===== src/hdl/cbsf_pkg.sv =====
// Package for the cell brightness and slope features block.
// Fixed field widths, register reset value, sequencer states and divider status.
// No dependencies.
package cbsf_pkg;

  localparam int PIX_W     = 8;
  localparam int IDX_W     = 4;
  localparam int BRT_W     = 8;
  localparam int RAT_W     = 13;
  localparam int SLP_W     = 17;
  localparam int LEN_CFG_W = 4;
  localparam int FRAC_SH   = 9;
  localparam int RAT_SH    = 8;

  localparam logic [LEN_CFG_W-1:0] LEN_RST = 4'd2;

  typedef enum logic [12:0] {
    S_LOAD  = 13'b0000000000001,
    S_FDIV  = 13'b0000000000010,
    S_FWAIT = 13'b0000000000100,
    S_MUL1  = 13'b0000000001000,
    S_MUL2  = 13'b0000000010000,
    S_DX    = 13'b0000000100000,
    S_DXW   = 13'b0000001000000,
    S_DY    = 13'b0000010000000,
    S_DYW   = 13'b0000100000000,
    S_RD    = 13'b0001000000000,
    S_RDW   = 13'b0010000000000,
    S_RTW   = 13'b0100000000000,
    S_EMIT  = 13'b1000000000000
  } state_t;

  typedef struct packed {
    logic busy;
    logic done;
  } div_stat_t;

endpackage


===== src/hdl/cbsf_if.sv =====
// Handshake channels of the cell brightness and slope features block.
// Pixel input, sector result output and sector length write channel.
// Depends on cbsf_pkg.
interface cbsf_in_if;
  logic                        valid;
  logic                        ready;
  logic [cbsf_pkg::PIX_W-1:0]  pixel;
  modport source (output valid, output pixel, input ready);
  modport sink (input valid, input pixel, output ready);
endinterface

interface cbsf_out_if;
  logic                              valid;
  logic                              ready;
  logic [cbsf_pkg::IDX_W-1:0]        sector_index;
  logic [cbsf_pkg::BRT_W-1:0]        sector_brightness;
  logic [cbsf_pkg::RAT_W-1:0]        brightness_ratio;
  logic signed [cbsf_pkg::SLP_W-1:0] slope_x;
  logic signed [cbsf_pkg::SLP_W-1:0] slope_y;
  logic                              last;
  modport source (output valid, output sector_index, output sector_brightness,
                  output brightness_ratio, output slope_x, output slope_y,
                  output last, input ready);
  modport sink (input valid, input sector_index, input sector_brightness,
                input brightness_ratio, input slope_x, input slope_y,
                input last, output ready);
endinterface

interface cbsf_cfg_if;
  logic                             valid;
  logic                             ready;
  logic [cbsf_pkg::LEN_CFG_W-1:0]   data;
  modport source (output valid, output data, input ready);
  modport sink (input valid, input data, output ready);
endinterface


===== src/hdl/cbsf_div.sv =====
// Shared restoring divider, one quotient bit per cycle.
// Unsigned dividend and divisor; pulses done with the quotient held.
// Depends on cbsf_pkg.
module cbsf_div #(
  parameter int DW = 40,
  parameter int VW = 21
) (
  input  logic                clk,
  input  logic                rst_n,
  input  logic                start,
  input  logic [DW-1:0]       dividend,
  input  logic [VW-1:0]       divisor,
  output logic [DW-1:0]       quotient,
  output cbsf_pkg::div_stat_t stat
);

  localparam int CNT_W = $clog2(DW + 1);

  logic             busy_r, busy_nxt;
  logic             done_r, done_nxt;
  logic [CNT_W-1:0] cnt_r, cnt_nxt;
  logic [VW:0]      rem_r, rem_nxt;
  logic [DW-1:0]    quo_r, quo_nxt;
  logic [VW-1:0]    dvs_r, dvs_nxt;
  logic [VW:0]      rem_sh;

  always_comb begin
    busy_nxt = busy_r;
    done_nxt = 1'b0;
    cnt_nxt  = cnt_r;
    rem_nxt  = rem_r;
    quo_nxt  = quo_r;
    dvs_nxt  = dvs_r;
    rem_sh   = {rem_r[VW-1:0], quo_r[DW-1]};
    if (start) begin
      busy_nxt = 1'b1;
      cnt_nxt  = '0;
      rem_nxt  = '0;
      quo_nxt  = dividend;
      dvs_nxt  = divisor;
    end else if (busy_r) begin
      if (rem_sh >= {1'b0, dvs_r}) begin
        rem_nxt = rem_sh - {1'b0, dvs_r};
        quo_nxt = {quo_r[DW-2:0], 1'b1};
      end else begin
        rem_nxt = rem_sh;
        quo_nxt = {quo_r[DW-2:0], 1'b0};
      end
      cnt_nxt = cnt_r + 1'b1;
      if (cnt_r == CNT_W'(DW - 1)) begin
        busy_nxt = 1'b0;
        done_nxt = 1'b1;
      end
    end
  end

  always_ff @(posedge clk) begin
    if (!rst_n) begin
      busy_r <= 1'b0;
      done_r <= 1'b0;
      cnt_r  <= '0;
    end else begin
      busy_r <= busy_nxt;
      done_r <= done_nxt;
      cnt_r  <= cnt_nxt;
    end
    rem_r <= rem_nxt;
    quo_r <= quo_nxt;
    dvs_r <= dvs_nxt;
  end

  assign quotient  = quo_r;
  assign stat.busy = busy_r;
  assign stat.done = done_r;

endmodule


===== src/hdl/cell_brightness_slope_features_core.sv =====
// Top level of the cell brightness and slope features block.
// Pixel accumulation, sector flush, finish sequencer and result register.
// Depends on cbsf_pkg, cbsf_if and cbsf_div.
// Pixels are taken one per cycle within a sector row. After each row of
// sectors, SECTOR_COLS divisions run in the shared divider (DW = accumulator
// width + 9, 33 at defaults), and no pixel is taken meanwhile. After the last
// pixel: two multiply steps, two slope divisions, then per sector a read, a
// ratio division unless the brightness sum is zero, and the result.
// Reset is synchronous: sector length 2, cell cleared, no result pending.
module cell_brightness_slope_features_core #(
  parameter int SECTOR_ROWS    = 4,
  parameter int SECTOR_COLS    = 4,
  parameter int MAX_SECTOR_LEN = 8
) (
  input  logic        clk,
  input  logic        rst_n,
  cbsf_in_if.sink     in_ch,
  cbsf_out_if.source  out_ch,
  cbsf_cfg_if.sink    cfg_ch
);

  localparam int NSECT   = SECTOR_ROWS * SECTOR_COLS;
  localparam int W_MAX   = MAX_SECTOR_LEN * SECTOR_COLS;
  localparam int H_MAX   = MAX_SECTOR_LEN * SECTOR_ROWS;
  localparam int DIM_MAX = (W_MAX > H_MAX) ? W_MAX : H_MAX;
  localparam int LEN_W   = $clog2(MAX_SECTOR_LEN + 1);
  localparam int W_W     = $clog2(W_MAX + 1);
  localparam int H_W     = $clog2(H_MAX + 1);
  localparam int CW      = $clog2(W_MAX);
  localparam int RW      = $clog2(H_MAX);
  localparam int CFX_W   = W_W + 1;
  localparam int CFY_W   = H_W + 1;
  localparam int SC_W    = $clog2(SECTOR_COLS);
  localparam int NS_W    = $clog2(NSECT);
  localparam int SUM_W   = $clog2(MAX_SECTOR_LEN * MAX_SECTOR_LEN * 255 + 1);
  localparam longint ACC_BND = longint'(255) * W_MAX * H_MAX * DIM_MAX;
  localparam int ACC_W   = $clog2(ACC_BND + 1) + 1;
  localparam int HW_W    = $clog2(W_MAX * H_MAX + 1);
  localparam int HD_W    = $clog2(longint'(H_MAX) * W_MAX * DIM_MAX + 1);
  localparam int BS_W    = $clog2(255 * NSECT + 1);
  localparam int LSQ_W   = $clog2(MAX_SECTOR_LEN * MAX_SECTOR_LEN + 1);
  localparam int VW_A    = (HD_W > BS_W) ? HD_W : BS_W;
  localparam int VW      = (VW_A > LSQ_W) ? VW_A : LSQ_W;
  localparam int DW      = ACC_W + cbsf_pkg::FRAC_SH;

  cbsf_pkg::state_t state_r, state_nxt;

  logic [cbsf_pkg::LEN_CFG_W-1:0] len_cfg_r;
  logic [LEN_W-1:0]  len_e;
  logic [LSQ_W-1:0]  lensq_r;
  logic [W_W-1:0]    w_v;
  logic [H_W-1:0]    h_v;

  logic [CW-1:0]     c_r, c_nxt;
  logic [RW-1:0]     r_r, r_nxt;
  logic [LEN_W-1:0]  cin_r, cin_nxt;
  logic [LEN_W-1:0]  rin_r, rin_nxt;
  logic [SC_W-1:0]   sc_r, sc_nxt;
  logic              lrow_r, lrow_nxt;
  logic [SUM_W-1:0]  lane_r [SECTOR_COLS];
  logic signed [ACC_W-1:0] hacc_r, hacc_nxt;
  logic signed [ACC_W-1:0] vacc_r, vacc_nxt;
  logic [NS_W-1:0]   bidx_r, bidx_nxt;
  logic [BS_W-1:0]   bsum_r, bsum_nxt;
  logic [HW_W-1:0]   hw_r, hw_nxt;
  logic [HD_W-1:0]   hd_r, hd_nxt;
  logic [HD_W-1:0]   vd_r, vd_nxt;
  logic signed [cbsf_pkg::SLP_W-1:0] dx_r, dx_nxt;
  logic signed [cbsf_pkg::SLP_W-1:0] dy_r, dy_nxt;
  logic [NS_W-1:0]   ok_r, ok_nxt;
  logic [cbsf_pkg::RAT_W-1:0] rat_r, rat_nxt;

  logic [cbsf_pkg::BRT_W-1:0] bmem [NSECT];
  logic [cbsf_pkg::BRT_W-1:0] bq_r;

  logic              ov_r, ov_nxt;
  logic [cbsf_pkg::IDX_W-1:0] o_idx_r;
  logic [cbsf_pkg::BRT_W-1:0] o_brt_r;
  logic [cbsf_pkg::RAT_W-1:0] o_rat_r;
  logic signed [cbsf_pkg::SLP_W-1:0] o_dx_r, o_dy_r;
  logic              o_last_r;
  logic              o_load;

  logic              pix_acc, cfg_acc;
  logic [cbsf_pkg::PIX_W-1:0] pix;
  logic signed [CFX_W-1:0] cx;
  logic signed [CFY_W-1:0] cy;
  logic signed [CFX_W+cbsf_pkg::PIX_W:0] px;
  logic signed [CFY_W+cbsf_pkg::PIX_W:0] py;
  logic              lane_add, lane_clr;
  logic [ACC_W-1:0]  hmag, vmag;

  logic              div_start;
  logic [DW-1:0]     div_dvd;
  logic [VW-1:0]     div_dvs;
  logic [DW-1:0]     div_q;
  cbsf_pkg::div_stat_t div_st;

  cbsf_div #(.DW(DW), .VW(VW)) u_div (
    .clk      (clk),
    .rst_n    (rst_n),
    .start    (div_start),
    .dividend (div_dvd),
    .divisor  (div_dvs),
    .quotient (div_q),
    .stat     (div_st)
  );

  always_comb begin
    if (len_cfg_r == '0) begin
      len_e = LEN_W'(1);
    end else if (int'(len_cfg_r) > MAX_SECTOR_LEN) begin
      len_e = LEN_W'(MAX_SECTOR_LEN);
    end else begin
      len_e = LEN_W'(len_cfg_r);
    end
  end

  assign w_v = W_W'(int'(len_e) * SECTOR_COLS);
  assign h_v = H_W'(int'(len_e) * SECTOR_ROWS);

  assign in_ch.ready  = (state_r == cbsf_pkg::S_LOAD);
  assign cfg_ch.ready = 1'b1;
  assign pix_acc      = in_ch.valid && in_ch.ready;
  assign cfg_acc      = cfg_ch.valid;
  assign pix          = in_ch.pixel;

  assign cx = $signed(CFX_W'(w_v - 1'b1)) - $signed(CFX_W'({c_r, 1'b0}));
  assign cy = $signed(CFY_W'(h_v - 1'b1)) - $signed(CFY_W'({r_r, 1'b0}));
  assign px = $signed({1'b0, pix}) * cx;
  assign py = $signed({1'b0, pix}) * cy;

  assign hmag = hacc_r[ACC_W-1] ? ACC_W'(-hacc_r) : ACC_W'(hacc_r);
  assign vmag = vacc_r[ACC_W-1] ? ACC_W'(-vacc_r) : ACC_W'(vacc_r);

  always_comb begin
    state_nxt = state_r;
    c_nxt     = c_r;
    r_nxt     = r_r;
    cin_nxt   = cin_r;
    rin_nxt   = rin_r;
    sc_nxt    = sc_r;
    lrow_nxt  = lrow_r;
    hacc_nxt  = hacc_r;
    vacc_nxt  = vacc_r;
    bidx_nxt  = bidx_r;
    bsum_nxt  = bsum_r;
    hw_nxt    = hw_r;
    hd_nxt    = hd_r;
    vd_nxt    = vd_r;
    dx_nxt    = dx_r;
    dy_nxt    = dy_r;
    ok_nxt    = ok_r;
    rat_nxt   = rat_r;
    ov_nxt    = ov_r && !out_ch.ready;
    o_load    = 1'b0;
    lane_add  = 1'b0;
    lane_clr  = 1'b0;
    div_start = 1'b0;
    div_dvd   = DW'(lane_r[sc_r]);
    div_dvs   = VW'(lensq_r);

    unique case (state_r)
      cbsf_pkg::S_LOAD: begin
        if (pix_acc) begin
          lane_add = 1'b1;
          hacc_nxt = hacc_r + ACC_W'(px);
          vacc_nxt = vacc_r + ACC_W'(py);
          if (W_W'(c_r) == w_v - 1'b1) begin
            c_nxt   = '0;
            cin_nxt = '0;
            sc_nxt  = '0;
            r_nxt   = (H_W'(r_r) == h_v - 1'b1) ? '0 : r_r + 1'b1;
            if (rin_r == len_e - 1'b1) begin
              rin_nxt   = '0;
              lrow_nxt  = (H_W'(r_r) == h_v - 1'b1);
              state_nxt = cbsf_pkg::S_FDIV;
            end else begin
              rin_nxt = rin_r + 1'b1;
            end
          end else begin
            c_nxt = c_r + 1'b1;
            if (cin_r == len_e - 1'b1) begin
              cin_nxt = '0;
              sc_nxt  = sc_r + 1'b1;
            end else begin
              cin_nxt = cin_r + 1'b1;
            end
          end
        end
      end
      cbsf_pkg::S_FDIV: begin
        div_start = 1'b1;
        state_nxt = cbsf_pkg::S_FWAIT;
      end
      cbsf_pkg::S_FWAIT: begin
        if (div_st.done) begin
          lane_clr = 1'b1;
          bsum_nxt = bsum_r + BS_W'(div_q[cbsf_pkg::BRT_W-1:0]);
          bidx_nxt = bidx_r + 1'b1;
          if (int'(sc_r) == SECTOR_COLS - 1) begin
            sc_nxt    = '0;
            state_nxt = lrow_r ? cbsf_pkg::S_MUL1 : cbsf_pkg::S_LOAD;
          end else begin
            sc_nxt    = sc_r + 1'b1;
            state_nxt = cbsf_pkg::S_FDIV;
          end
        end
      end
      cbsf_pkg::S_MUL1: begin
        hw_nxt    = HW_W'(h_v * w_v);
        ok_nxt    = '0;
        state_nxt = cbsf_pkg::S_MUL2;
      end
      cbsf_pkg::S_MUL2: begin
        hd_nxt    = HD_W'(hw_r * (w_v - 1'b1));
        vd_nxt    = HD_W'(hw_r * (h_v - 1'b1));
        state_nxt = cbsf_pkg::S_DX;
      end
      cbsf_pkg::S_DX: begin
        div_start = 1'b1;
        div_dvd   = {hmag, {cbsf_pkg::FRAC_SH{1'b0}}};
        div_dvs   = VW'(hd_r);
        state_nxt = cbsf_pkg::S_DXW;
      end
      cbsf_pkg::S_DXW: begin
        if (div_st.done) begin
          dx_nxt = hacc_r[ACC_W-1] ? -cbsf_pkg::SLP_W'(div_q)
                                   : cbsf_pkg::SLP_W'(div_q);
          state_nxt = cbsf_pkg::S_DY;
        end
      end
      cbsf_pkg::S_DY: begin
        div_start = 1'b1;
        div_dvd   = {vmag, {cbsf_pkg::FRAC_SH{1'b0}}};
        div_dvs   = VW'(vd_r);
        state_nxt = cbsf_pkg::S_DYW;
      end
      cbsf_pkg::S_DYW: begin
        if (div_st.done) begin
          dy_nxt = vacc_r[ACC_W-1] ? -cbsf_pkg::SLP_W'(div_q)
                                   : cbsf_pkg::SLP_W'(div_q);
          state_nxt = cbsf_pkg::S_RD;
        end
      end
      cbsf_pkg::S_RD: begin
        state_nxt = cbsf_pkg::S_RDW;
      end
      cbsf_pkg::S_RDW: begin
        if (bsum_r == '0) begin
          rat_nxt   = '0;
          state_nxt = cbsf_pkg::S_EMIT;
        end else begin
          div_start = 1'b1;
          div_dvd   = DW'(DW'(bq_r) * NSECT) << cbsf_pkg::RAT_SH;
          div_dvs   = VW'(bsum_r);
          state_nxt = cbsf_pkg::S_RTW;
        end
      end
      cbsf_pkg::S_RTW: begin
        if (div_st.done) begin
          rat_nxt   = cbsf_pkg::RAT_W'(div_q);
          state_nxt = cbsf_pkg::S_EMIT;
        end
      end
      cbsf_pkg::S_EMIT: begin
        if (!ov_r || out_ch.ready) begin
          o_load = 1'b1;
          ov_nxt = 1'b1;
          if (int'(ok_r) == NSECT - 1) begin
            hacc_nxt  = '0;
            vacc_nxt  = '0;
            bsum_nxt  = '0;
            bidx_nxt  = '0;
            state_nxt = cbsf_pkg::S_LOAD;
          end else begin
            ok_nxt    = ok_r + 1'b1;
            state_nxt = cbsf_pkg::S_RD;
          end
        end
      end
      default: state_nxt = cbsf_pkg::S_LOAD;
    endcase

    if (cfg_acc) begin
      state_nxt = cbsf_pkg::S_LOAD;
      c_nxt     = '0;
      r_nxt     = '0;
      cin_nxt   = '0;
      rin_nxt   = '0;
      sc_nxt    = '0;
      lrow_nxt  = 1'b0;
      hacc_nxt  = '0;
      vacc_nxt  = '0;
      bidx_nxt  = '0;
      bsum_nxt  = '0;
    end
  end

  always_ff @(posedge clk) begin
    if (!rst_n) begin
      state_r   <= cbsf_pkg::S_LOAD;
      len_cfg_r <= cbsf_pkg::LEN_RST;
      c_r       <= '0;
      r_r       <= '0;
      cin_r     <= '0;
      rin_r     <= '0;
      sc_r      <= '0;
      lrow_r    <= 1'b0;
      hacc_r    <= '0;
      vacc_r    <= '0;
      bidx_r    <= '0;
      bsum_r    <= '0;
      ok_r      <= '0;
      ov_r      <= 1'b0;
    end else begin
      state_r   <= state_nxt;
      if (cfg_acc) begin
        len_cfg_r <= cfg_ch.data;
      end
      c_r       <= c_nxt;
      r_r       <= r_nxt;
      cin_r     <= cin_nxt;
      rin_r     <= rin_nxt;
      sc_r      <= sc_nxt;
      lrow_r    <= lrow_nxt;
      hacc_r    <= hacc_nxt;
      vacc_r    <= vacc_nxt;
      bidx_r    <= bidx_nxt;
      bsum_r    <= bsum_nxt;
      ok_r      <= ok_nxt;
      ov_r      <= ov_nxt;
    end
    lensq_r <= LSQ_W'(len_e * len_e);
    hw_r    <= hw_nxt;
    hd_r    <= hd_nxt;
    vd_r    <= vd_nxt;
    dx_r    <= dx_nxt;
    dy_r    <= dy_nxt;
    rat_r   <= rat_nxt;
  end

  for (genvar g = 0; g < SECTOR_COLS; g++) begin : g_lane
    always_ff @(posedge clk) begin
      if (!rst_n) begin
        lane_r[g] <= '0;
      end else if (cfg_acc) begin
        lane_r[g] <= '0;
      end else if (lane_add && (int'(sc_r) == g)) begin
        lane_r[g] <= lane_r[g] + SUM_W'(pix);
      end else if (lane_clr && (int'(sc_r) == g)) begin
        lane_r[g] <= '0;
      end
    end
  end

  always_ff @(posedge clk) begin
    if (lane_clr) begin
      bmem[bidx_r] <= div_q[cbsf_pkg::BRT_W-1:0];
    end
    bq_r <= bmem[ok_r];
  end

  always_ff @(posedge clk) begin
    if (o_load) begin
      o_idx_r  <= cbsf_pkg::IDX_W'(ok_r);
      o_brt_r  <= bq_r;
      o_rat_r  <= rat_r;
      o_dx_r   <= dx_r;
      o_dy_r   <= dy_r;
      o_last_r <= (int'(ok_r) == NSECT - 1);
    end
  end

  assign out_ch.valid             = ov_r;
  assign out_ch.sector_index      = o_idx_r;
  assign out_ch.sector_brightness = o_brt_r;
  assign out_ch.brightness_ratio  = o_rat_r;
  assign out_ch.slope_x           = o_dx_r;
  assign out_ch.slope_y           = o_dy_r;
  assign out_ch.last              = o_last_r;

endmodule

===== src/flat_wrapper.sv =====
// flat-port wrapper written by rule: the top's interface ports become plain ports
module cell_brightness_slope_features_core_flat 
#(
  parameter int SECTOR_ROWS    = 4,
  parameter int SECTOR_COLS    = 4,
  parameter int MAX_SECTOR_LEN = 8
)
  (clk, rst_n, in_ch_valid, in_ch_pixel, in_ch_ready, out_ch_valid, out_ch_sector_index, out_ch_sector_brightness, out_ch_brightness_ratio, out_ch_slope_x, out_ch_slope_y, out_ch_last, out_ch_ready, cfg_ch_valid, cfg_ch_data, cfg_ch_ready);
  cbsf_in_if in_ch_i ();
  cbsf_out_if out_ch_i ();
  cbsf_cfg_if cfg_ch_i ();
  input  logic clk;
  input  logic rst_n;
  input wire logic [$bits(in_ch_i.valid)-1:0] in_ch_valid;
  input wire logic [$bits(in_ch_i.pixel)-1:0] in_ch_pixel;
  output wire logic [$bits(in_ch_i.ready)-1:0] in_ch_ready;
  output wire logic [$bits(out_ch_i.valid)-1:0] out_ch_valid;
  output wire logic [$bits(out_ch_i.sector_index)-1:0] out_ch_sector_index;
  output wire logic [$bits(out_ch_i.sector_brightness)-1:0] out_ch_sector_brightness;
  output wire logic [$bits(out_ch_i.brightness_ratio)-1:0] out_ch_brightness_ratio;
  output wire logic [$bits(out_ch_i.slope_x)-1:0] out_ch_slope_x;
  output wire logic [$bits(out_ch_i.slope_y)-1:0] out_ch_slope_y;
  output wire logic [$bits(out_ch_i.last)-1:0] out_ch_last;
  input wire logic [$bits(out_ch_i.ready)-1:0] out_ch_ready;
  input wire logic [$bits(cfg_ch_i.valid)-1:0] cfg_ch_valid;
  input wire logic [$bits(cfg_ch_i.data)-1:0] cfg_ch_data;
  output wire logic [$bits(cfg_ch_i.ready)-1:0] cfg_ch_ready;
  assign in_ch_i.valid = in_ch_valid;
  assign in_ch_i.pixel = in_ch_pixel;
  assign in_ch_ready = in_ch_i.ready;
  assign out_ch_valid = out_ch_i.valid;
  assign out_ch_sector_index = out_ch_i.sector_index;
  assign out_ch_sector_brightness = out_ch_i.sector_brightness;
  assign out_ch_brightness_ratio = out_ch_i.brightness_ratio;
  assign out_ch_slope_x = out_ch_i.slope_x;
  assign out_ch_slope_y = out_ch_i.slope_y;
  assign out_ch_last = out_ch_i.last;
  assign out_ch_i.ready = out_ch_ready;
  assign cfg_ch_i.valid = cfg_ch_valid;
  assign cfg_ch_i.data = cfg_ch_data;
  assign cfg_ch_ready = cfg_ch_i.ready;
  cell_brightness_slope_features_core #(.SECTOR_ROWS(SECTOR_ROWS), .SECTOR_COLS(SECTOR_COLS), .MAX_SECTOR_LEN(MAX_SECTOR_LEN)) u_core (.clk(clk), .rst_n(rst_n), .in_ch(in_ch_i), .out_ch(out_ch_i), .cfg_ch(cfg_ch_i));
endmodule

===== config.mk =====
export PLATFORM = sky130hd
export DESIGN_NAME = cell_brightness_slope_features_core_flat
export DESIGN_NICKNAME = d
export VERILOG_FILES = /design/src/hdl/cbsf_pkg.sv /design/src/hdl/cbsf_if.sv /design/src/hdl/cbsf_div.sv /design/src/hdl/cell_brightness_slope_features_core.sv /design/src/flat_wrapper.sv
export SDC_FILE = /design/constraint.sdc
export NUM_CORES = 1
export LEC_CHECK = 0
export BUFFER_PORTS_ARGS = -buffer_cell sky130_fd_sc_hd__buf_2
export CAP_MARGIN = 40
export CORE_ASPECT_RATIO = 1.75
export CORE_MARGIN = 3
export CORE_UTILIZATION = 40
export DETAILED_ROUTE_END_ITERATION = 6
export GPL_TIMING_DRIVEN = 0
export PLACE_DENSITY = 0.58
export SLEW_MARGIN = 20
export SYNTH_ARGS = -nofsm -noshare
export SYNTH_HDL_FRONTEND = slang
export SYNTH_SLANG_ARGS = --single-unit

===== constraint.sdc =====
create_clock -name clk -period 10.9 [get_ports clk]
set_input_delay 2.18 -clock clk [delete_from_list [all_inputs] [get_ports clk]]
set_output_delay 2.18 -clock clk [all_outputs]
set_load 0.005 [all_outputs]

==> results of run 1 <==
==> cells in the mapped netlist (49+ instances only) <==
library cell	number	area share (%)
clkbuf_1	71	0.86
dfxtp_1	147	9.5
nand2_1	195	2.4
nor2_1	182	2.2
a21oi_1	125	2.0
edfxtp_1	357	35
nor2b_1	59	1.2
mux2i_1	49	1.6
ha_1	231	9.3
xor2_1	53	1.5
o21ai_0	136	2.2
a22oi_1	49	1.2
fa_1	129	8.3
and2_1	74	1.5
inv_1	293	3.5
xnor2_1	153	4.3
==> area by class of cell <==
class,instances,area (sq um),share of cell area [%]
Sequential cell,504,13660,39.36
Tap cell,1020,1276,3.677
Multi-Input combinational cell,1964,15950,45.95
Antenna cell,1,2.502,0.007210
Inverter,295,1107,3.190
Buffer,98,395.4,1.139
Timing Repair Buffer,104,703.2,2.026
Clock buffer,54,1202,3.464
Clock inverter,34,411.6,1.186
==> cell families after synthesis <==
group	Yosys count	synth area share, %
buffers and inverters	393	4.849
xor gates and xnor gates	207	5.911
adders and majority gates	360	17.66
and+or+nand+nor	760	12.49
AOI/OAI and AO/OA	524	10.95
muxes	86	4.017
DFF	504	44.09
other	2	0.02423
==> flip-flops by register name (all words and copies together), names as in the netlist, 5 cells and up, named ones only <==
signal and count:
u_core.bmem 128, u_core.lane_r 56, u_core.u_div.quotient 33, u_core.hacc_r 24, u_core.vacc_r 24, u_core.dx_r 17, u_core.dy_r 17, u_core.out_ch.slope_x 17
u_core.out_ch.slope_y 17, u_core.u_div.dvs_r 16, u_core.u_div.rem_r 16, u_core.out_ch.brightness_ratio 13, u_core.rat_r 13, u_core.state_r 13, u_core.bsum_r 12, u_core.hd_r 11
u_core.bq_r 8, u_core.out_ch.sector_brightness 8, u_core.hw_r 6, u_core.lensq_r 6, u_core.u_div.cnt_r 6, u_core.c_r 5, u_core.r_r 5
==> metal layers <==
| metal | GRT usage, % | part of all wire [%] | vias to the layer above |
|---|---|---|---|
| met5 | 0 | 0 | - |
| met4 | 9.721 | 5.0 | 0 |
| met3 | 2.178 | 3.3 | 156 |
| met2 | 41.04 | 56 | 482 |
| met1 | 20.45 | 35 | 10760 |
| li1 | - | - | 10310 |
==> through the flow <==
step	utilization, %	cell area, sq um	setup WS (ns)
2_1_floorplan	-	31080	3.696
3_3_place_gp	42.83	32740	2.034
3_5_place_dp	43.21	33040	2.097
4_1_cts	45.33	34650	2.128
5_1_grt	45.40	34710	1.719
6_report	45.40	34710	2.223
==> worst paths after layout <==
kind	from	slack (ns)	depth (start not counted)	to
worst max-delay path	u_core.len_cfg_r[3]$_SDFFE_PN0P_	2.22	27	u_core.vacc_r[23]$_SDFFE_PP0P_
worst min-delay path	u_core.dx_r[4]$_DFFE_PP_	0.42	0	u_core.out_ch.slope_x[4]$_DFFE_PP_
worst max register to register	u_core.len_cfg_r[3]$_SDFFE_PN0P_	2.22	27	u_core.vacc_r[23]$_SDFFE_PP0P_
worst min register to register	u_core.dx_r[4]$_DFFE_PP_	0.42	0	u_core.out_ch.slope_x[4]$_DFFE_PP_
==> where the power goes <==
part	internal (W)	switching [W]
sequential	0.00210	0.0000697
clock	0.000975	0.000768
combinational	0.00106	0.00145
==> placed cells by master (no fill, tap or decap), types with 29 or more instances in the layout <==
| cell | netlist | routed |
|---|---|---|
| nor2_1 | 182 | 180 |
| edfxtp_1 | 357 | 357 |
| and2_1 | 74 | 74 |
| a22oi_1 | 49 | 49 |
| o21ai_0 | 136 | 136 |
| nand2b_1 | 29 | 29 |
| ha_1 | 231 | 231 |
| clkbuf_1 | 71 | 78 |
| mux2i_1 | 49 | 49 |
| inv_1 | 293 | 292 |
| a21o_1 | 36 | 36 |
| a21oi_1 | 125 | 125 |
| or3_1 | 37 | 37 |
| xor2_1 | 53 | 53 |
| xnor2_1 | 153 | 153 |
| mux4_2 | 30 | 30 |
| dfxtp_1 | 147 | 147 |
| nor2b_1 | 59 | 59 |
| nor3_1 | 31 | 31 |
| buf_2 | 15 | 97 |
| clkbuf_16 | 0 | 47 |
| nand2_1 | 195 | 195 |
| nand3_1 | 41 | 41 |
| fa_1 | 129 | 129 |
==> critical path, cell delays in order, from the launching register on <==
cell,delay (ns)
dfxtp_1,0.40
o21ba_2,0.27
buf_2,0.27
clkinv_1,0.34
ha_1,0.36
xnor2_4,0.33
clkinv_1,0.43
ha_1,0.48
nor2b_1,0.13
o21ai_0,0.07
nand2b_1,0.07
clkbuf_1,0.61
nor2_1,0.14
fa_1,0.53
fa_1,0.54
inv_1,0.05
fa_1,0.51
fa_1,0.55
inv_1,0.04
ha_1,0.36
and3_1,0.26
and3_1,0.21
a2111oi_2,0.45
o21bai_1,0.19
a311o_1,0.46
a221oi_2,0.28
xnor2_1,0.15
o21ai_1,0.07
==> impl_results.md, run 1 <==
* Status: finished, final reports clean
* Depth of the CTS H-tree at 2
* Largest net degree at the start of global routing at 34
* Lkg Pwr at 13.63 nW
* Clk buf depth at 3
* Slew headroom at 43.24%
* Routed wire length at 83030 microns
* Critical path required time at 11.40 ns
* Largest driver fanout on the critical path at 11
* Final #Nets at 3391
* Post-DRT Antenna Nets at 0
* Worst skew pair latency at 0.62 ns
* Max Freq at 115.3 MHz
* GPL Wtd Cong at 0.9006
* Area delta synth->final at 12.01%
* Yosys cell types at 85
* Post-synthesis average cell area at 10.93 sq um
* Drt wl/cell at 20.38 microns
* Setup bufs post-CTS at 0
* Total of max-cap violations at 0
* I/O pins at 80
* Final Skew at 0.02869 ns
* DRT Pass-1 Iters at 5
* DP Wirelength at 66070 microns
* HP Class: flip-flop to flip-flop
* Data arrival, critical path at 9.17 ns
* Post-synth EDFFs at 357
* Slew Viols, Final at 0
* Clock buffer count from CTS at 47
* DRC errors left at 0
* Async SR Flop Fraction at 0%
* Setup Total Neg Slack at 0 ns
* Clock root cell: clkbuf_16
* Seq/Total Area, Yosys at 44.09%
* Tcrit/Tclk final at 79.60%
* Vias per cell at 5.328
* CTS tree: built
* Die Y-Extent at 374.2 microns
* GRT Resource Usage Total at 20.40%
* Core Area at 0.07645 sq mm
* Placed Cells incl. Taps at 3981
* Initial Util at 40.53%
* DRT iter0 DRCs at 1214
* Global-route wire length before repair at 128900 microns
* CP Class: flip-flop to flip-flop
* Final std cells w/o fill at 4074
* Tot Pwr at 0.006425 W
* Mapped Area at 0.03099 sq mm
* Startpoint types: flip-flop
* Antenna violations before repair at 1
* TritonCTS Sinks at 504
* Die X at 216.4 microns
* Share of cells above drive strength 1 at 8.975%
* Port bufs at 77
* Final setup violation count at 0
* Power per cell area at 185.1 mW/mm^2
* Hold Slack at 0.4183 ns
* Crit end category: flip-flop
* Fin crit period at 8.677 ns
* Hold Fails Final Rpt at 0
* Via count at 21710
* CTS clk-pin slew, worst paths at 0.07 ns
* YS warnings at 0
* Cts repair resizes at 0
* Seq cells post-synth at 504
* Unrepaired setup endpoints after global routing: false
* Rows at 134
* VDD IR-drop max at 170.8 uV
* Hold-fix buffers, CTS at 0
* Die area at 0.08098 sq mm
* Slew @ Worst Pin at 0.8437 ns
* Filler cells at 7139
* Gate Count Post-Synth at 2836
* Post-synth top flop: edfxtp_1
* Total gr overflow at 0
* Vias in the first global route at 23310
No activity file was read; power rests on OpenSTA's default activity.
==> inputs of run 2 (changes only) <==
==> constraint.sdc (replaced) <==
create_clock -name clk -period 8.7 [get_ports clk]
set_input_delay 1.74 -clock clk [delete_from_list [all_inputs] [get_ports clk]]
set_output_delay 1.74 -clock clk [all_outputs]
set_load 0.005 [all_outputs]
==> impl_results.md, run 2 (synthesized netlist as in run 1, its figures left out) <==
* Rows at 134 (unchanged)
* Most common cell after layout, fill and taps aside: edfxtp_1
* Power per cell area at 232.0 mW/mm^2 (+25%)
* Final Skew at 0.02915 ns (+0.0004595 ns)
* VDD IR-drop max at 216.1 uV (+27%)
* Unrepaired setup endpoints after global routing: false
* Total gr overflow at 0 (unchanged)
* Critical path required time at 9.20 ns (-2.20 ns)
* Clock buffer count from CTS at 47 (unchanged)
* Data arrival, critical path at 8.67 ns (-0.50 ns)
* Hold Fails Final Rpt at 0 (unchanged)
* Pre-CTS setup slack at -0.1030 ns (-2.200 ns)
* Reg2Reg Depth at 27 (unchanged)
* Slowest-stage cell, CP: fa_1
* Final setup violation count at 0 (unchanged)
* Drt wl/cell at 20.36 microns (-0.12%)
* CP peak stage delay at 0.54 ns (-0.07 ns)
* Tcrit/Tclk final at 93.99% (+14 points)
* HP Class: flip-flop to flip-flop
* Clock root cell: clkbuf_16
* Vias per cell at 5.348 (+0.37%)
* DP Wirelength at 66070 microns (unchanged)
* Slew @ Worst Pin at 0.8519 ns (+0.008204 ns)
* Tot Pwr at 0.008055 W (+25%)
* Routed wire length at 82910 microns (-0.15%)
* Top reg by flops: u_core.bmem
* Share of cells above drive strength 1 at 9.109% (+0.13 points)
* Finished Core Util at 45.41% (about the same)
* Slew headroom at 42.72% (-0.51 points)
* Final #Nets at 3390 (-0.029%)
* DRT iter0 DRCs at 1247 (+2.7%)
* Lkg Pwr at 13.63 nW (about the same)
* GRT Resource Usage Total at 20.39% (about the same)
* Worst skew pair latency at 0.62 ns (about the same)
* Commonest non-fill, non-tap cells in the layout: edfxtp_1 (357), inv_1 (292), ha_1 (231), nand2_1 (195), nor2_1 (180)
* CTS clk-pin slew, worst paths at 0.08 ns (about the same)
* Placed Cells incl. Taps at 3981 (unchanged)
* DRT Pass-1 Iters at 6 (+1)
* Die area at 0.08098 sq mm (unchanged)
* Antenna violations before repair at 1 (unchanged)
* Core Area at 0.07645 sq mm (unchanged)
* I/O pins at 80 (unchanged)
* Die X at 216.4 microns (unchanged)
* Total of max-cap violations at 0 (unchanged)
* Area delta synth->final at 12.03% (about the same)
* Crit end category: flip-flop
* Cell mode on critical path: fa_1
* Setup Total Neg Slack at 0 ns (unchanged)
* Final std cells w/o fill at 4073 (-0.025%)
* CTS tree: built
* Slew Viols, Final at 0 (unchanged)
* Clk buf depth at 3 (unchanged)
* TritonCTS Sinks at 504 (unchanged)
* Port bufs at 77 (unchanged)
* Max Freq at 122.3 MHz (+6.1%)
* CP Class: flip-flop to flip-flop
* GPL Wtd Cong at 0.9006 (unchanged)
* Largest driver fanout on the critical path at 11 (unchanged)
* Vias in the first global route at 23310 (-0.013%)
* DRC errors left at 0 (unchanged)
* Largest net degree at the start of global routing at 34 (unchanged)
* Initial Util at 40.53% (unchanged)
* Depth of the CTS H-tree at 2 (unchanged)
* Startpoint types: flip-flop
* Worst setup margin at 0.5232 ns (-1.700 ns)
* Status: finished, final reports clean
* Hold path depth at 0 (unchanged)
* Die Y-Extent at 374.2 microns (unchanged)
* Via count at 21780 (+0.35%)
* Post-DRT Antenna Nets at 0 (unchanged)
* Largest register FFs at 128 (unchanged)
* Global-route wire length before repair at 128900 microns (about the same)
* Fin crit period at 8.177 ns (-0.5000 ns)
-- run 2: worst paths after layout --
check | to | slack (ns) | start
min | u_core.out_ch.slope_x[4]$_DFFE_PP_ | 0.42 | u_core.dx_r[4]$_DFFE_PP_
max reg2reg | u_core.vacc_r[23]$_SDFFE_PP0P_ | 0.52 | u_core.len_cfg_r[3]$_SDFFE_PN0P_
min reg2reg | u_core.out_ch.slope_x[4]$_DFFE_PP_ | 0.42 | u_core.dx_r[4]$_DFFE_PP_
max | u_core.vacc_r[23]$_SDFFE_PP0P_ | 0.52 | u_core.len_cfg_r[3]$_SDFFE_PN0P_
-- run 2: repair_timing --
action	CTS	global route
hold buffers	0	0
setup buffers	0	0
resized for setup	1	3
setup endpoints to repair	2	3
endpoints found under the hold margin	0	0
-- run 2: layout make-up --
class	count	area, sq um
Inverter	295	1112
Clock inverter	34	411.6
Tap cell	1020	1276
Clock buffer	54	1202
Timing Repair Buffer	104	703.2
Buffer	97	391.6
Sequential cell	504	13660
Antenna cell	1	2.502
Multi-Input combinational cell	1964	15950
Fill cell	7138	41740
-- run 2: worst max-delay path: cells and delay by family, from the launching register on --
family / cells / cell delay [ns]
adders and majority gates: 7 / 3.13
AOI/OAI and AO/OA: 9 / 2.26
buffers and inverters: 6 / 0.98
and+or+nand+nor: 3 / 0.80
xor gates and xnor gates: 2 / 0.50
DFF: 1 / 0.39
-- run 2: routing by layer --
layer  global-route usage [%]  wire length, microns
met1                    20.42                 29210
met2                    41.04                 46830
met3                    2.169                  2599
met4                    9.746                  4268
met5                        0                     0
-- run 2: report_power, final --
part	internal (W)	switching, W	total [W]
logic	0.00133	0.00182	0.00315
registers	0.00263	0.0000870	0.00272
clock network	0.00122	0.000964	0.00219
-- run 2: stage by stage --
step	hold WS, ns	cell area (sq um)
floorplan	0.4003	31080
finish	0.4184	34720
global placement	0.4042	32740
CTS	0.4196	34650
detailed placement	0.4045	33040
global route	0.4241	34710
==> inputs of run 3 (changes only) <==
--- a/config.mk
+++ b/config.mk
@@ -13,6 +13,7 @@
 export DETAILED_ROUTE_END_ITERATION = 6
 export GPL_TIMING_DRIVEN = 0
 export PLACE_DENSITY = 0.58
+export RECOVER_POWER = 50
 export SLEW_MARGIN = 20
 export SYNTH_ARGS = -nofsm -noshare
 export SYNTH_HDL_FRONTEND = slang
==> impl_results.md, run 3 (synthesized netlist as in run 1, its figures left out) <==
* Setup Total Neg Slack at 0 ns (unchanged)
* Depth of the CTS H-tree at 2 (unchanged)
* Slew headroom at -55.44% (-98 points)
* Commonest non-fill, non-tap cells in the layout: edfxtp_1 (357), inv_1 (292), ha_1 (231), nand2_1 (195), nor2_1 (183)
* Routed wire length at 83020 microns (+0.14%)
* TritonCTS Sinks at 504 (unchanged)
* Final setup violation count at 0 (unchanged)
* Largest register FFs at 128 (unchanged)
* CTS clk-pin slew, worst paths at 0.07 ns (about the same)
* Failing checks: capacitance limit, slew limit
* Final Skew at 0.02905 ns (-0.0001005 ns)
* Die area at 0.08098 sq mm (unchanged)
* Port bufs at 77 (unchanged)
* Data arrival, critical path at 8.72 ns (+0.05 ns)
* Largest driver fanout on the critical path at 9 (-2)
* Global-route wire length before repair at 128900 microns (unchanged)
* Filler cells at 7187 (+0.69%)
* Drt wl/cell at 20.38 microns (+0.14%)
* Clock root cell: clkbuf_16
* Max Freq at 121.7 MHz (-0.52%)
* Placed Cells incl. Taps at 3981 (unchanged)
* Hold path depth at 0 (unchanged)
* Status: complete, but fails checks
* WL met1 at 29280 microns (+0.25%)
* Slew Viols, Final at 12 (+12)
* Reg-to-reg endpoint: u_core.vacc_r[23]$_SDFFE_PP0P_
* Total gr overflow at 0 (unchanged)
* Hold Path Origin: u_core.dy_r[8]$_DFFE_PP_
* Tcrit/Tclk final at 94.47% (+0.49 points)
* Die Y-Extent at 374.2 microns (unchanged)
* GPL Wtd Cong at 0.9006 (unchanged)
* Uppermost layer routed: met4
* Power per cell area at 233.6 mW/mm^2 (+0.67%)
* Setup bufs post-CTS at 0 (unchanged)
* GRT Resource Usage Total at 20.39% (unchanged)
* Antenna violations before repair at 1 (unchanged)
* Initial Util at 40.53% (unchanged)
* Die X at 216.4 microns (unchanged)
* DRC errors left at 0 (unchanged)
* Top reg by flops: u_core.bmem
* Worst skew pair latency at 0.62 ns (about the same)
* Vias per cell at 5.344 (about the same)
* Met3 routed WL at 2480 microns (-4.6%)
* Slew @ Worst Pin at 2.310 ns (+1.458 ns)
* Most common cell after layout, fill and taps aside: edfxtp_1
* Critical path required time at 9.20 ns (about the same)
* Met2 routed WL at 46900 microns (+0.15%)
* Clk buf depth at 3 (unchanged)
* Share of cells above drive strength 1 at 7.045% (-2.1 points)
* VDD IR-drop max at 214.0 uV (-0.99%)
* Worst setup margin at 0.4807 ns (-0.04250 ns)
* I/O pins at 80 (unchanged)
* Post-DP Area at 0.03304 sq mm (unchanged)
* Crit end category: flip-flop
* Via count at 21770 (-0.078%)
* Worst Hold Path EP: u_core.out_ch.slope_y[8]$_DFFE_PP_
* Post-DRT Antenna Nets at 0 (unchanged)
* FF-to-FF Start: u_core.len_cfg_r[1]$_SDFFE_PN1P_
* CTS tree: built
* Final std cells w/o fill at 4073 (unchanged)
* Fin crit period at 8.219 ns (+0.04250 ns)
* Largest net degree at the start of global routing at 34 (unchanged)
* DP Wirelength at 66070 microns (unchanged)
* Pre-CTS setup slack at -0.1030 ns (unchanged)
* Flop2flop setup slack at 0.48 ns (-0.04 ns)
* Post-route cell area at 0.03447 sq mm (-0.72%)
* Rows at 134 (unchanged)
* Clock buffer count from CTS at 47 (unchanged)
* DRT Pass-1 Iters at 6 (unchanged)
* Reg2Reg Depth at 27 (unchanged)
* Core Area at 0.07645 sq mm (unchanged)
* Area delta synth->final at 11.22%
* Hold Fails Final Rpt at 0 (unchanged)
* CP Class: flip-flop to flip-flop
* Lkg Pwr at 13.42 nW (-1.5%)
* Hold Slack at 0.4188 ns (+0.0004150 ns)
* Total of max-cap violations at 1 (+1)
* Startpoint types: flip-flop
* Unrepaired setup endpoints after global routing: false
* Vias in the first global route at 23310 (unchanged)
* Final #Nets at 3390 (unchanged)
* DRT iter0 DRCs at 1282 (+2.8%)
* HP Class: flip-flop to flip-flop
[run 3: report_power, final]
group / internal, W / switching, W / leakage [nW]
sequential: 0.00263 / 0.0000875 / 4.56
combinational: 0.00133 / 0.00181 / 8.08
clock: 0.00122 / 0.000963 / 0.778
[run 3: how the worst max path moves through the flow]
stage | from | end | slack [ns] | depth (start not counted)
global route | u_core.len_cfg_r[3]$_SDFFE_PN0P_ | u_core.vacc_r[23]$_SDFFE_PP0P_ | 0.1 | 27
global placement | u_core.len_cfg_r[3]$_SDFFE_PN0P_ | u_core.hacc_r[23]$_SDFFE_PP0P_ | -0.17 | 28
CTS | u_core.len_cfg_r[3]$_SDFFE_PN0P_ | u_core.vacc_r[23]$_SDFFE_PP0P_ | 0.16 | 27
floorplan | u_core.len_cfg_r[3]$_SDFFE_PN0P_ | u_core.vacc_r[23]$_SDFFE_PP0P_ | 1.50 | 28
detailed placement | u_core.len_cfg_r[3]$_SDFFE_PN0P_ | u_core.vacc_r[23]$_SDFFE_PP0P_ | -0.10 | 27
finish | u_core.len_cfg_r[1]$_SDFFE_PN1P_ | u_core.vacc_r[23]$_SDFFE_PP0P_ | 0.48 | 27
[run 3: cell type report]
class                           count  area [sq um]  area share, %
Antenna cell                        1         2.502       0.007260
Buffer                             97         389.1          1.129
Clock buffer                       54          1202          3.489
Clock inverter                     34         411.6          1.194
Inverter                          295          1112          3.227
Multi-Input combinational cell   1964         15880          46.08
Sequential cell                   504         13660          39.64
Tap cell                         1020          1276          3.703
Timing Repair Buffer              104         528.0          1.532
[run 3: per-stage QoR]
step / utilization [%] / total power (W)
after floorplan: - / 0.005196
after global placement: 42.83 / 0.005817
after detailed placement: 43.21 / 0.005902
after CTS: 45.32 / 0.008100
after global routing: 45.08 / 0.008623
final: 45.08 / 0.008050
[run 3: worst max-delay path: stages (launching register included)]
cell and delay, ns:
dfxtp_1 0.47, nor2_1 0.08, o21ba_2 0.20, buf_2 0.22, ha_1 0.48, clkbuf_1 0.51
inv_1 0.32, ha_1 0.36, a21o_1 0.15, a21oi_1 0.17, xnor2_1 0.15, clkbuf_4 0.24
and2_1 0.18, fa_1 0.45, fa_1 0.54, inv_1 0.05, fa_1 0.50, fa_1 0.55
inv_1 0.04, ha_1 0.35, and3_1 0.26, and3_1 0.21, a2111oi_2 0.46, o21bai_1 0.18
a311o_1 0.47, a221oi_2 0.28, xnor2_1 0.15, o21ai_1 0.07
[run 3: timing repair]
item	CTS	global route
hold buffers	0	0
resized for setup	1	3
cloned	0	0
endpoints found under the setup margin	2	3
endpoints found under the hold margin	0	0
[run 3: routing by layer]
| layer | up-vias | global-route usage, % |
|---|---|---|
| li1 | 10320 | - |
| met1 | 10830 | 20.42 |
| met2 | 455 | 41.04 |
| met3 | 168 | 2.169 |
| met4 | 0 | 9.746 |
| met5 | - | 0 |
